[config.mk]
export PLATFORM = sky130hd
export DESIGN_NAME = pulse_frequency_meter
export DESIGN_NICKNAME = d
export VERILOG_FILES = /design/src/hw/rtl/pfm_pkg.sv /design/src/hw/rtl/pfm_front.sv /design/src/hw/rtl/pfm_queue.sv /design/src/hw/rtl/pfm_back.sv /design/src/hw/rtl/pulse_frequency_meter.sv
export SDC_FILE = /design/constraint.sdc
export NUM_CORES = 2
export LEC_CHECK = 0
export BUFFER_PORTS_ARGS = -buffer_cell sky130_fd_sc_hd__buf_4
export CORE_AREA = 3 3 356 358
export DETAILED_ROUTE_END_ITERATION = 10
export DIE_AREA = 0 0 359 361
export GPL_TIMING_DRIVEN = 0
export HOLD_SLACK_MARGIN = 0.05
export RECOVER_POWER = 100
export SYNTH_ARGS = -nofsm -noshare
export SYNTH_HDL_FRONTEND = slang
export SYNTH_HIERARCHICAL = 1
export SYNTH_SLANG_ARGS = --single-unit
[constraint.sdc]
create_clock -name clk -period 10.3 [get_ports clk]
set_input_delay 0.515 -clock clk [delete_from_list [all_inputs] [get_ports clk]]
set_output_delay 0.515 -clock clk [all_outputs]
set_load 0.02 [all_outputs]
[src/hw/rtl/pfm_pkg.sv]
// Shared types, constants and register codes of the pulse frequency meter.
`default_nettype none

package pfm_pkg;

	// Channel count and field widths
	localparam int CHANNELS       = 3;
	localparam int CH_W           = (CHANNELS > 1) ? $clog2(CHANNELS) : 1;
	localparam int ELAPSED_W      = 14;
	localparam int MEAN_FRAC_BITS = 10;
	localparam int MEAN_W         = ELAPSED_W + MEAN_FRAC_BITS;
	localparam int ALPHA_W        = 16;
	localparam int COEF_W         = 16;
	localparam int FREQ_W         = 32;
	localparam int PIN_W          = 3;

	// Configuration port
	localparam int CFG_IDX_W  = 3;
	localparam int CFG_DATA_W = 16;
	localparam logic [CFG_IDX_W-1:0] REG_TIMEOUT = 3'd0;
	localparam logic [CFG_IDX_W-1:0] REG_ALPHA   = 3'd1;
	localparam logic [CFG_IDX_W-1:0] REG_COEF0   = 3'd2;

	localparam logic [ELAPSED_W-1:0] TIMEOUT_RST = 14'd11000;
	localparam logic [ALPHA_W-1:0]   ALPHA_RST   = 16'd39322;
	localparam logic [COEF_W-1:0]    COEF_RST    = 16'd256;

	// Shared multiplier: 17-bit weight by 24-bit operand
	localparam int MUL_A_W = ALPHA_W + 1;
	localparam int PROD_W  = MUL_A_W + MEAN_W;
	localparam int ACC_W   = PROD_W + 1;
	localparam int BLEND_W = ACC_W - ALPHA_W;
	localparam int MS_PER_S = 1000;
	localparam int MS_W     = 10;

	// Divider: numerator coef * 1000 << frac, radix-8 restoring steps
	localparam int NUM_W      = COEF_W + MS_W + MEAN_FRAC_BITS;
	localparam int DIV_STEP   = 3;
	localparam int DIV_CYCLES = (NUM_W + DIV_STEP - 1) / DIV_STEP;
	localparam int DIV_W      = DIV_CYCLES * DIV_STEP;
	localparam int CNT_W      = $clog2(DIV_CYCLES);
	localparam int CMP_W      = (DIV_W > FREQ_W) ? DIV_W : FREQ_W + 1;

	// Configuration seen by the datapath
	typedef struct packed {
		logic [ELAPSED_W-1:0]             timeout;
		logic [ALPHA_W-1:0]               alpha;
		logic [CHANNELS-1:0][COEF_W-1:0]  coef;
	} cfg_t;

	// Classified tick, passed from front to back
	typedef struct packed {
		logic [CHANNELS-1:0]                 upd;
		logic [CHANNELS-1:0]                 live;
		logic [CHANNELS-1:0][ELAPSED_W-1:0]  dt;
	} rec_t;

endpackage

`default_nettype wire

[src/hw/rtl/pfm_front.sv]
// Front end: accepts ticks, tracks edges and elapsed counts, classifies each channel.
`default_nettype none

module pfm_front (
	input  wire logic                          clk,
	input  wire logic                          arst_n,
	input  wire logic                          in_valid,
	output logic                               in_stall,
	input  wire logic [pfm_pkg::PIN_W-1:0]     pin_levels,
	input  wire logic [pfm_pkg::ELAPSED_W-1:0] timeout,
	input  wire logic                          q_full,
	output logic                               q_push,
	output pfm_pkg::rec_t                      q_rec
);
	import pfm_pkg::*;

	logic [CHANNELS-1:0]                last_q;
	logic [CHANNELS-1:0][ELAPSED_W-1:0] elapsed_q;
	logic [CHANNELS-1:0][ELAPSED_W-1:0] elapsed_nx;
	logic [CHANNELS-1:0]                lvl;

	assign in_stall = q_full;
	assign q_push   = in_valid && !q_full;
	assign lvl      = CHANNELS'(pin_levels);

	// Advance counts, detect rising edges and classify each channel
	always_comb begin
		logic [ELAPSED_W:0]   e_inc;
		logic [ELAPSED_W-1:0] e_sat;
		logic                 rise;
		q_rec = '0;
		elapsed_nx = elapsed_q;
		for (int c = 0; c < CHANNELS; c++) begin
			e_inc = {1'b0, elapsed_q[c]} + (ELAPSED_W+1)'(1);
			e_sat = (e_inc >= {1'b0, timeout}) ? timeout : e_inc[ELAPSED_W-1:0];
			rise  = lvl[c] && !last_q[c];
			q_rec.upd[c] = rise && (e_sat < timeout);
			q_rec.dt[c]  = e_sat;
			elapsed_nx[c] = rise ? '0 : e_sat;
			q_rec.live[c] = elapsed_nx[c] < timeout;
		end
	end

	// Update channel state on each accepted request
	always_ff @(posedge clk or negedge arst_n) begin
		if (!arst_n) begin
			last_q    <= '0;
			elapsed_q <= '0;
		end else if (q_push) begin
			last_q    <= lvl;
			elapsed_q <= elapsed_nx;
		end
	end

endmodule

`default_nettype wire

[src/hw/rtl/pfm_queue.sv]
// Two-entry queue of classified ticks between front and back.
`default_nettype none

module pfm_queue (
	input  wire logic    clk,
	input  wire logic    arst_n,
	input  wire logic    push,
	input  wire pfm_pkg::rec_t push_rec,
	output logic         full,
	input  wire logic    pop,
	output logic         not_empty,
	output pfm_pkg::rec_t pop_rec
);
	import pfm_pkg::*;

	rec_t        mem_q [2];
	logic        wr_ptr_q;
	logic        rd_ptr_q;
	logic [1:0]  count_q;
	logic        do_pop;

	assign full      = (count_q == 2'd2);
	assign not_empty = (count_q != 2'd0);
	assign pop_rec   = mem_q[rd_ptr_q];
	assign do_pop    = pop && not_empty;

	// Store entries
	always_ff @(posedge clk) begin
		if (push && !full) begin
			mem_q[wr_ptr_q] <= push_rec;
		end
	end

	// Advance pointers and fill count
	always_ff @(posedge clk or negedge arst_n) begin
		if (!arst_n) begin
			wr_ptr_q <= 1'b0;
			rd_ptr_q <= 1'b0;
			count_q  <= 2'd0;
		end else begin
			if (push && !full) begin
				wr_ptr_q <= ~wr_ptr_q;
			end
			if (do_pop) begin
				rd_ptr_q <= ~rd_ptr_q;
			end
			count_q <= count_q + 2'((push && !full) ? 1 : 0) - 2'(do_pop ? 1 : 0);
		end
	end

endmodule

`default_nettype wire

[src/hw/rtl/pfm_back.sv]
// Back end: per-channel mean update and frequency division, result register.
`default_nettype none

module pfm_back (
	input  wire logic          clk,
	input  wire logic          arst_n,
	input  wire pfm_pkg::cfg_t cfg,
	input  wire logic          q_valid,
	input  wire pfm_pkg::rec_t q_rec,
	output logic               q_pop,
	output logic               out_valid,
	input  wire logic          out_stall,
	output logic [pfm_pkg::CHANNELS-1:0][pfm_pkg::FREQ_W-1:0] freq
);
	import pfm_pkg::*;

	typedef enum logic [8:0] {
		S_IDLE  = 9'b000000001,
		S_CHAN  = 9'b000000010,
		S_M1    = 9'b000000100,
		S_M2    = 9'b000001000,
		S_SUM   = 9'b000010000,
		S_CHECK = 9'b000100000,
		S_DIV   = 9'b001000000,
		S_QUOT  = 9'b010000000,
		S_OUT   = 9'b100000000
	} state_t;

	state_t                           state_q;
	state_t                           state_nx;
	logic [CH_W-1:0]                  ch_q;
	logic [CNT_W-1:0]                 cnt_q;
	rec_t                             rec_q;
	logic [CHANNELS-1:0][MEAN_W-1:0]  mean_q;
	logic [CHANNELS-1:0][FREQ_W-1:0]  res_q;
	logic [CHANNELS-1:0][FREQ_W-1:0]  out_q;
	logic                             out_valid_q;
	logic [PROD_W-1:0]                prod_q;
	logic [ACC_W-1:0]                 acc_q;
	logic [DIV_W-1:0]                 num_q;
	logic [MEAN_W-1:0]                rem_q;

	logic [MEAN_W-1:0]                mean_rd;
	logic [MUL_A_W-1:0]               mul_a;
	logic [MEAN_W-1:0]                mul_b;
	logic [PROD_W-1:0]                mul_p;
	logic [ACC_W-1:0]                 sum;
	logic [BLEND_W-1:0]               blend;
	logic [MEAN_W-1:0]                mean_new;
	logic [DIV_W-1:0]                 num_nx;
	logic [MEAN_W-1:0]                rem_nx;
	logic [CMP_W-1:0]                 quot_ext;
	logic [FREQ_W-1:0]                quot_sat;
	logic                             last_ch;
	logic                             out_free;
	logic                             go_div;

	assign mean_rd   = mean_q[ch_q];
	assign last_ch   = ({1'b0, ch_q} == (CH_W+1)'(CHANNELS - 1));
	assign out_free  = !out_valid_q || !out_stall;
	assign out_valid = out_valid_q;
	assign freq      = out_q;
	assign q_pop     = (state_q == S_IDLE) && q_valid;
	assign go_div    = rec_q.live[ch_q] && (mean_rd != '0);

	// Select operands of the shared multiplier
	always_comb begin
		mul_a = '0;
		mul_b = '0;
		unique case (state_q)
			S_M1: begin
				mul_a = {1'b0, cfg.alpha};
				mul_b = {rec_q.dt[ch_q], {MEAN_FRAC_BITS{1'b0}}};
			end
			S_M2: begin
				mul_a = {1'b1, {ALPHA_W{1'b0}}} - {1'b0, cfg.alpha};
				mul_b = mean_rd;
			end
			S_CHECK: begin
				mul_a = {1'b0, cfg.coef[ch_q]};
				mul_b = MEAN_W'(MS_PER_S);
			end
			default: begin
				mul_a = '0;
				mul_b = '0;
			end
		endcase
	end

	assign mul_p = PROD_W'(mul_a) * PROD_W'(mul_b);

	// Round, scale and saturate the blended mean
	assign sum      = acc_q + ACC_W'(prod_q);
	assign blend    = sum[ACC_W-1:ALPHA_W];
	assign mean_new = (blend > BLEND_W'({MEAN_W{1'b1}})) ? {MEAN_W{1'b1}}
		: blend[MEAN_W-1:0];

	// Take DIV_STEP quotient bits per cycle
	always_comb begin
		logic [MEAN_W:0] sh;
		logic            qbit;
		rem_nx = rem_q;
		num_nx = num_q;
		for (int i = 0; i < DIV_STEP; i++) begin
			sh = {rem_nx, num_nx[DIV_W-1]};
			qbit = (sh >= {1'b0, mean_rd});
			if (qbit) begin
				sh = sh - {1'b0, mean_rd};
			end
			rem_nx = sh[MEAN_W-1:0];
			num_nx = {num_nx[DIV_W-2:0], qbit};
		end
	end

	// Saturate the quotient to the output width
	assign quot_ext = CMP_W'(num_q);
	assign quot_sat = (quot_ext > CMP_W'({FREQ_W{1'b1}})) ? {FREQ_W{1'b1}}
		: quot_ext[FREQ_W-1:0];

	// Sequence one tick through all channels
	always_comb begin
		state_nx = state_q;
		unique case (state_q)
			S_IDLE:  if (q_valid) state_nx = S_CHAN;
			S_CHAN:  state_nx = rec_q.upd[ch_q] ? S_M1 : S_CHECK;
			S_M1:    state_nx = S_M2;
			S_M2:    state_nx = S_SUM;
			S_SUM:   state_nx = S_CHECK;
			S_CHECK: begin
				if (go_div) begin
					state_nx = S_DIV;
				end else begin
					state_nx = last_ch ? S_OUT : S_CHAN;
				end
			end
			S_DIV:   if (cnt_q == CNT_W'(DIV_CYCLES - 1)) state_nx = S_QUOT;
			S_QUOT:  state_nx = last_ch ? S_OUT : S_CHAN;
			S_OUT:   if (out_free) state_nx = S_IDLE;
			default: state_nx = S_IDLE;
		endcase
	end

	// Control state and channel means
	always_ff @(posedge clk or negedge arst_n) begin
		if (!arst_n) begin
			state_q     <= S_IDLE;
			ch_q        <= '0;
			cnt_q       <= '0;
			mean_q      <= '0;
			out_valid_q <= 1'b0;
		end else begin
			state_q <= state_nx;
			if (state_q == S_IDLE) begin
				ch_q <= '0;
			end else if ((state_q == S_QUOT || (state_q == S_CHECK && !go_div)) && !last_ch) begin
				ch_q <= ch_q + CH_W'(1);
			end
			if (state_q == S_DIV) begin
				cnt_q <= cnt_q + CNT_W'(1);
			end else begin
				cnt_q <= '0;
			end
			if (state_q == S_SUM) begin
				mean_q[ch_q] <= mean_new;
			end else if (state_q == S_CHECK && !go_div) begin
				mean_q[ch_q] <= '0;
			end
			if (state_q == S_OUT && out_free) begin
				out_valid_q <= 1'b1;
			end else if (!out_stall) begin
				out_valid_q <= 1'b0;
			end
		end
	end

	// Datapath registers
	always_ff @(posedge clk) begin
		if (q_pop) begin
			rec_q <= q_rec;
		end
		if (state_q == S_M1 || state_q == S_M2) begin
			prod_q <= mul_p;
		end
		if (state_q == S_M2) begin
			acc_q <= ACC_W'(prod_q) + ACC_W'(1 << (ALPHA_W - 1));
		end
		if (state_q == S_CHECK) begin
			num_q <= DIV_W'({mul_p, {MEAN_FRAC_BITS{1'b0}}});
			rem_q <= '0;
			if (!go_div) begin
				res_q[ch_q] <= '0;
			end
		end
		if (state_q == S_DIV) begin
			num_q <= num_nx;
			rem_q <= rem_nx;
		end
		if (state_q == S_QUOT) begin
			res_q[ch_q] <= quot_sat;
		end
		if (state_q == S_OUT && out_free) begin
			out_q <= res_q;
		end
	end

	a_ch_range: assert property (@(posedge clk) disable iff (!arst_n)
		{1'b0, ch_q} < (CH_W+1)'(CHANNELS))
		else $error("channel index out of range");

	a_div_cnt: assert property (@(posedge clk) disable iff (!arst_n)
		state_q == S_DIV |-> cnt_q <= CNT_W'(DIV_CYCLES - 1))
		else $error("divider step count overran");

	a_div_nonzero: assert property (@(posedge clk) disable iff (!arst_n)
		state_q == S_DIV |-> mean_rd != '0)
		else $error("division by a zero mean");

	a_out_rise: assert property (@(posedge clk) disable iff (!arst_n)
		$rose(out_valid_q) |-> $past(state_q == S_OUT))
		else $error("result appeared outside the output step");

	a_out_hold: assert property (@(posedge clk) disable iff (!arst_n)
		(state_q == S_OUT && out_valid_q && out_stall) |=> state_q == S_OUT)
		else $error("sequencer left output step while result was held");

endmodule

`default_nettype wire

[src/hw/rtl/pulse_frequency_meter.sv]
// Top level of the three-channel pulse frequency meter.
//
// Usage: present one request per millisecond tick on in_valid / pin_levels
// (bit i is the level of channel i); it is taken when in_valid is high and
// in_stall is low. One result per request appears on out_valid with
// freq_ch0..freq_ch2 (unsigned Q24.8 Hz, 0 when a channel is idle) and is
// taken when out_stall is low. Registers are written through cfg_we,
// cfg_index and cfg_data: 0 timeout_ms, 1 alpha_q16, 2..4 coef_ch0..2.
// The front classifies a request in its accept cycle and puts it into a
// two-entry queue, so up to two requests are taken while the back is busy.
// The back handles channels one after another through one shared
// multiplier and a restoring divider that resolves 3 quotient bits per
// cycle. The work a request takes in the back is set by how many
// channels update their mean (steps M1, M2 and SUM) and divide (steps
// DIV and QUOT); the back takes its next request only when it is idle.
// Reset clears edge state, counts and means, and loads default registers.
// While out_stall is high the result holds; the back waits with its next
// result and the queue keeps accepting until it is full.
`default_nettype none

module pulse_frequency_meter (
	input  wire logic                           clk,
	input  wire logic                           arst_n,
	input  wire logic                           in_valid,
	output logic                                in_stall,
	input  wire logic [pfm_pkg::PIN_W-1:0]      pin_levels,
	output logic                                out_valid,
	input  wire logic                           out_stall,
	output logic [pfm_pkg::FREQ_W-1:0]          freq_ch0,
	output logic [pfm_pkg::FREQ_W-1:0]          freq_ch1,
	output logic [pfm_pkg::FREQ_W-1:0]          freq_ch2,
	input  wire logic                           cfg_we,
	input  wire logic [pfm_pkg::CFG_IDX_W-1:0]  cfg_index,
	input  wire logic [pfm_pkg::CFG_DATA_W-1:0] cfg_data
);
	import pfm_pkg::*;

	cfg_t                            cfg_q;
	rec_t                            push_rec;
	rec_t                            pop_rec;
	logic                            q_push;
	logic                            q_full;
	logic                            q_pop;
	logic                            q_valid;
	logic [CHANNELS-1:0][FREQ_W-1:0] freq;

	// Decode register writes, drop indexes beyond the list
	always_ff @(posedge clk or negedge arst_n) begin
		if (!arst_n) begin
			cfg_q.timeout <= TIMEOUT_RST;
			cfg_q.alpha   <= ALPHA_RST;
			for (int c = 0; c < CHANNELS; c++) begin
				cfg_q.coef[c] <= COEF_RST;
			end
		end else if (cfg_we) begin
			unique case (cfg_index)
				REG_TIMEOUT: cfg_q.timeout <= cfg_data[ELAPSED_W-1:0];
				REG_ALPHA:   cfg_q.alpha   <= cfg_data[ALPHA_W-1:0];
				default: begin
					for (int c = 0; c < CHANNELS; c++) begin
						if ({1'b0, cfg_index} == (CFG_IDX_W+1)'(REG_COEF0) + (CFG_IDX_W+1)'(c)) begin
							cfg_q.coef[c] <= cfg_data[COEF_W-1:0];
						end
					end
				end
			endcase
		end
	end

	pfm_front u_front (
		.clk        (clk),
		.arst_n     (arst_n),
		.in_valid   (in_valid),
		.in_stall   (in_stall),
		.pin_levels (pin_levels),
		.timeout    (cfg_q.timeout),
		.q_full     (q_full),
		.q_push     (q_push),
		.q_rec      (push_rec)
	);

	pfm_queue u_queue (
		.clk       (clk),
		.arst_n    (arst_n),
		.push      (q_push),
		.push_rec  (push_rec),
		.full      (q_full),
		.pop       (q_pop),
		.not_empty (q_valid),
		.pop_rec   (pop_rec)
	);

	pfm_back u_back (
		.clk       (clk),
		.arst_n    (arst_n),
		.cfg       (cfg_q),
		.q_valid   (q_valid),
		.q_rec     (pop_rec),
		.q_pop     (q_pop),
		.out_valid (out_valid),
		.out_stall (out_stall),
		.freq      (freq)
	);

	assign freq_ch0 = freq[0];
	assign freq_ch1 = freq[1];
	assign freq_ch2 = freq[2];

endmodule

`default_nettype wire

**After elaboration in Yosys (flattened, before gate mapping)**

Memory sizes are Yosys's and may differ from the RTL's. A register that Yosys moved wholly into a read port is not among the register bits.
Index checks and enable logic that the tools add are counted.

- Bits in registers: 550
- Bits in latches: 0
- RAM bits: 96
- Memory bits (read-only): 0
- Output and inout bits: 98
- Logic and storage cells: 180
- Memories: 1

- Add/subtract/negate cells: 13
- Multipliers: 1
- Div/mod/pow operators: 0
- Magnitude comparators: 16
- Eq/ne operators: 20
- Shifts and indexed selects: 0
- Muxes and demuxes: 54
- Bitwise operators: 7
- Reduce and logical (&&, ||, !) cells: 39

Memory list:

| name | words | bits a word | read ports | clocked after memory_dff | wr ports | line | source |
|---|---|---|---|---|---|---|---|
| u_queue.mem_q | 2 | 48 | 1 | 1 | 1 | pfm_queue.sv:16 | `rec_t mem_q [2];` |

Operators with widths:

| operator | number |
|---|---|
| $mux W96 | 3 |
| $mux W24 | 8 |
| $mux W72 | 2 |
| $mux W14 | 7 |
| $and A96 B96 Y96 | 1 |
| $bwmux W96 | 1 |
| $not A96 Y96 | 1 |
| $lt A14 B14 Y1 | 6 |
| $pmux W9 S9 | 1 |
| $ge A25 B24 Y1 | 3 |
| $and A72 B72 Y72 | 1 |
| $bwmux W72 | 1 |
| $mux W36 | 2 |
| $not A72 Y72 | 1 |
| $pmux W24 S3 | 1 |
| $sub A24 B24 Y24 | 3 |
| $demux W32 S2 | 1 |
| $mux W32 | 2 |
| $pmux W17 S3 | 1 |
| $bmux W24 S2 | 1 |
| $demux W24 S2 | 1 |
| $add A14 B1 Y15 const B | 3 |
| $ge A15 B14 Y1 | 3 |
| $mux W9 | 5 |
| 45 further kinds | 91 |

**Longest topological paths before layout**

- Depth after elaboration: 10
- Mapped depth: 42
- Mapped depth without buffers: 36

**Cells and area by module**

The synthesis kept the hierarchy.

By module, submodules not included:

| module | times used | cells each | area an instance (um^2) |
|---|---|---|---|
| pfm_back | 1 | 3821 | 36683.9 |
| pfm_front | 1 | 741 | 6062.1 |
| pfm_queue | 1 | 167 | 3709.8 |
| pulse_frequency_meter | 1 | 169 | 3026.7 |

**Worst setup path before layout**

Ideal clock, no wire load.

- Path kind: reg-to-reg
- Start point: register u_back.state_q[2]
- End point: register u_back.prod_q[33], data pin
- Library setup time: 0.262 ns
- Arrival: 9.209 ns
- Required time: 10.038 ns
- Path slack: 0.830 ns
- Cell stages (with the launch flop): 33
- Period minus slack after synthesis: 9.470 ns
- Cell sequence: dfrtp_1 nor4_1 nand4_1 clkinv_1 clkbuf_1 a32oi_1 nand2_1 clkbuf_1 nand2_1 fa_1 inv_1 fa_1 inv_1 fa_1 inv_1 fa_1 fa_1 inv_1 fa_1 inv_1 ha_1 clkbuf_1 o21ai_0 a211oi_1 nor3_1 o22ai_1 o31ai_1 a21boi_1 a221oi_1 o21ai_1 a21oi_1 o21ai_1 xor2_1

- Cells in the longest elaborated chain, start to end: 3
- Elaborated cells on any way between the ends: 6
- Those cells by class: 1 x mul; 3 x eq/ne; 2 x mux

RTL lines:

| what | line | source |
|---|---|---|
| start, declared | pfm_back.sv:29 | `state_t state_q;` |
| start signal, assigned | pfm_back.sv:152 | `state_q <= state_nx;` |
| $eq A9 B6 Y1, or another cell as far along | pfm_back.sv:70 | `unique case (state_q)` |
| $pmux W17 S3 / $pmux W24 S3 (equally long branches) | pfm_back.sv:70 |  |
| $mul A17 B24 Y41 (*) | pfm_back.sv:90 | `assign mul_p = PROD_W'(mul_a) * PROD_W'(mul_b);` |
| named net u_back.mul_p[33] | pfm_back.sv:46 | `logic [PROD_W-1:0] mul_p;` |
| end signal, assigned | pfm_back.sv:182 | `prod_q <= mul_p;` |
| end, declared | pfm_back.sv:38 | `logic [PROD_W-1:0] prod_q;` |

The timed path passes the listed nets; every way through them passes the cells marked *.
A chain may end at the register's enable or synchronous reset.

**Worst setup path in the final report**

- Start point: register cfg_q[50] (netlist name)
- End point: register u_back.prod_q[38], data pin

- Cells in the longest elaborated chain, start to end: 3

RTL lines:

| what | line | source |
|---|---|---|
| start, declared | pulse_frequency_meter.sv:38 | `cfg_t cfg_q;` |
| $sub A17 B16 Y17 | pfm_back.sv:76 | `mul_a = {1'b1, {ALPHA_W{1'b0}}} - {1'b0, cfg.alpha};` |
| $pmux W17 S3 (*) | pfm_back.sv:70 |  |
| $mul A17 B24 Y41 (*) | pfm_back.sv:90 |  |
| named net u_back.mul_p[38] | pfm_back.sv:46 |  |

Marks and branches as above.

==> flow_summary.ini <==
[status]
status = complete, but fails checks
violations = capacitance limit, slew limit

[cts]
clkTransAtPathRegs_ns = 0.06
clkLatencyLatePin_ns = 0.67
clock_sinks = 694
cts_tree = done
root_buffer = clkbuf_16
clockBufferDepth = 3
cts-buffers-inserted = 81
htree_num_levels = 3

[setup_path]
cp-end-kind = flop
startpoint_type = flop
worstPathRequired_ns = 10.73
critPathMaxFanout = 10
path_class = reg -> reg
cp_data_arrival_time_ns = 10.39
crit_path_frequent_cell = fa_1
crit_slowest_cell = fa_1
critical_path.max_stage_delay_ns = 0.58

[power_and_ir_drop]
power_density_nw_per_um2 = 215
ir_worst_vdd_mv = 0.157
p_leak_nw = 24.5
p_sw_frac = 0.395
p_sw_mw = 4.72
p_int_mw = 7.23
p_seq_frac = 0.321
combPwrFrac = 0.436
p_clk_frac = 0.243

[synthesis]
yosysUniqueCellTypes = 104
synth_cells = 4898
yosysSeqAreaShare = 0.380
syn-num-nets = 5615
synth_xor_area_frac = 0.0319
synth_edf_count = 383
yosys_warnings = 6
synth_fa_ha_area_frac = 0.225
async_reset_ff_frac = 0.310
synth_compound_area_frac = 0.111
synth_area_um2 = 49500
synthTopCellsByCount = nand2_1, inv_1, edfxtp_1
yosysMostFrequentCell = nand2_1
avgSynthCellArea_um2 = 10.1
synth_area_leaders = edfxtp_1, fa_1, dfrtp_1, ha_1, nand2_1
synth_ff_type = edfxtp_1
synth_top_family_by_area = adder cells
yosys.area_share.simple = 0.133
synthMuxAreaShare = 0.0604
yosys.area.top_type = edfxtp_1
synth_top_area_share = 0.232
yosys_register_bits = 694

[grt]
overflow = 0
grt_pass1_wl_um = 223000
antenna_found_initial = 2
gr-usage-all-layers = 0.221
grt_max_degree = 117
grt_pass1_vias = 37300

[drt]
drt_first_pass_iters = 6
routedWlPerCell_um = 21.2
first_iter_violations = 3007
finalWirelength_um = 145000
vias = 37200
antenna_left = 0
route.detailed.drc = 0
viasPerCell = 5.43

[sta]
slew_violations = 247
finalCriticalPeriod_ns = 9.96
finalClockSkew_ns = 0.0419
max_freq_mhz = 100
finalHoldViolations = 0
worst_slew_pin_slew_ns = 5.82
setup_slack_ns = 0.339
setup_viol = 0
period_share = 0.967
maxSlewHeadroom = -2.88

[layout]
fin_nets = 5851
nFillCells = 11900
postLayoutCellArea_um2 = 55600
syn_to_final_growth_pct = 12.3
drive_above_1_share = 0.0882

[placement]
place_ws_ns = -2.21
numPortBuffers = 124
gp_congestion = 0.921
post_dp_cell_area_um2 = 52700
place_hpwl_um = 112000

[floorplan]
die_w_um = 359
core_um2 = 124000
dieArea_um2 = 130000
die_y_um = 361
rows = 129
design.portCount = 125
start_util = 0.400

[job]
maxCapViolCount = 4

[min_path]
hold_class = in -> reg
-- per-stage QoR --
step            util  total power [mW]  TNS (ns)  hold slack (ns)  std cells
2_1_floorplan      -              7.48         0            0.219       4898
3_3_place_gp   0.424              8.80   -102.63            0.412       6659
3_5_place_dp   0.427              8.93    -59.62            0.415       6670
4_1_cts        0.452              11.9         0           0.0529       6831
5_1_grt        0.449              12.7   -0.0343           0.0980       6839
6_report       0.449              11.9         0           0.0892       6844
-- registers in the layout, indices dropped and copies added (netlist names) --
register / count
u_queue/count_q: 2
u_back/num_q: 36
u_back/mean_q: 72
u_back/out_valid: 1
u_back/res_q: 96
u_front/elapsed_q: 42
u_back/acc_q: 42
u_queue/mem_q: 96
u_queue/rd_ptr_q: 1
u_back/prod_q: 41
u_front/last_q: 3
u_back/state_q: 9
u_back/freq: 96
u_back/rec_q: 48
u_back/rem_q: 24
u_queue/wr_ptr_q: 1
u_back/ch_q: 2
cfg_q: 78
u_back/cnt_q: 4
-- area by class of cell --
cell class | instances | area (um2) | area share
Inverter | 544 | 2040 | 0.0368
Clock buffer | 115 | 2360 | 0.0425
Timing Repair Buffer | 155 | 896 | 0.0161
Multi-Input combinational cell | 3469 | 28100 | 0.507
Tap cell | 1637 | 2050 | 0.0369
Clock inverter | 36 | 364 | 0.00655
Buffer | 189 | 857 | 0.0154
Sequential cell | 694 | 18800 | 0.339
Antenna cell | 5 | 12.5 | 0.000225
-- power groups by stage --
| stage | Combinational (mW) | Sequential (mW) | Clock (mW) |
|---|---|---|---|
| after global routing | 5.74 | 3.88 | 3.09 |
| after detailed placement | 5.05 | 3.88 | 0 |
| final | 5.20 | 3.84 | 2.91 |
| after floorplan | 3.70 | 3.78 | 0 |
| after global placement | 4.91 | 3.89 | 0 |
| after CTS | 5.13 | 3.83 | 2.97 |
-- cells by family (layout without fill, tap and decap cells) --
kind of cell / Yosys count / after routing
adder cells (fa/ha/maj): 690 / 690
AO/OA/AOI/OAI: 886 / 886
other: 0 / 5
XOR/XNOR: 180 / 180
AND/OR/NAND/NOR: 1443 / 1443
buffers and inverters: 735 / 1039
multiplexers: 270 / 270
flip-flops: 694 / 694
-- worst paths after layout --
check,start,to,slack [ns],cells past startpoint
worst max-delay path,cfg_q[50],u_back/prod_q[38],0.34,32
worst min-delay path,pin_levels[1],u_front/last_q[1],0.09,3
worst max register to register,cfg_q[50],u_back/prod_q[38],0.34,32
worst min register to register,u_back/res_q[77],u_back/freq[77],0.42,0
max in group asynchronous,arst_n,u_back/mean_q[24],2.53,3
min in group asynchronous,arst_n,u_front/elapsed_q[4],2.55,2
-- metal layers --
layer	track usage	up-vias	share of wire
li1	-	17200	-
met1	0.301	18400	0.44
met2	0.347	1282	0.45
met3	0.0364	306	0.064
met4	0.0978	0	0.046
met5	0	-	0
-- what timing repair did --
item	4_1_cts	5_1_grt
gates resized for setup	74	62
hold endpoints to repair	85	0
endpoints found under the setup margin	42	37
setup buffers	8	9
pin swaps	4	3
hold buffers	3	0
-- worst max-delay path, delay by kind of cell, from the launching register on --
| kind | cells | cell delay [ns] |
|---|---|---|
| adders and majority gates | 7 | 3.64 |
| and+or+nand+nor | 12 | 3.17 |
| AOI/OAI and AO/OA | 7 | 1.74 |
| buffers and inverters | 5 | 0.52 |
| DFF | 1 | 0.40 |
| xor gates and xnor gates | 1 | 0.25 |
-- cells in the final DEF (no fill, tap or decap), types with 18 or more instances in the layout --
cell,instances
a211oi_1,24
a21o_1,89
a21oi_1,207
a31oi_1,32
and2_1,118
and3_1,22
buf_4,48
clkbuf_1,251
clkbuf_16,89
clkbuf_2,21
dfrtp_1,195
dfstp_2,19
dfxtp_1,96
edfxtp_1,383
fa_1,332
ha_1,358
inv_1,543
mux2_1,63
mux2_2,104
mux2i_1,101
nand2_1,712
nand2b_1,25
nand3_1,72
nand4_1,52
nor2_1,287
nor2b_1,31
nor3_1,37
o211ai_1,19
o21a_1,18
o21ai_0,286
xnor2_1,121
xor2_1,59
Note: power is estimated with default switching activity, not from simulation.
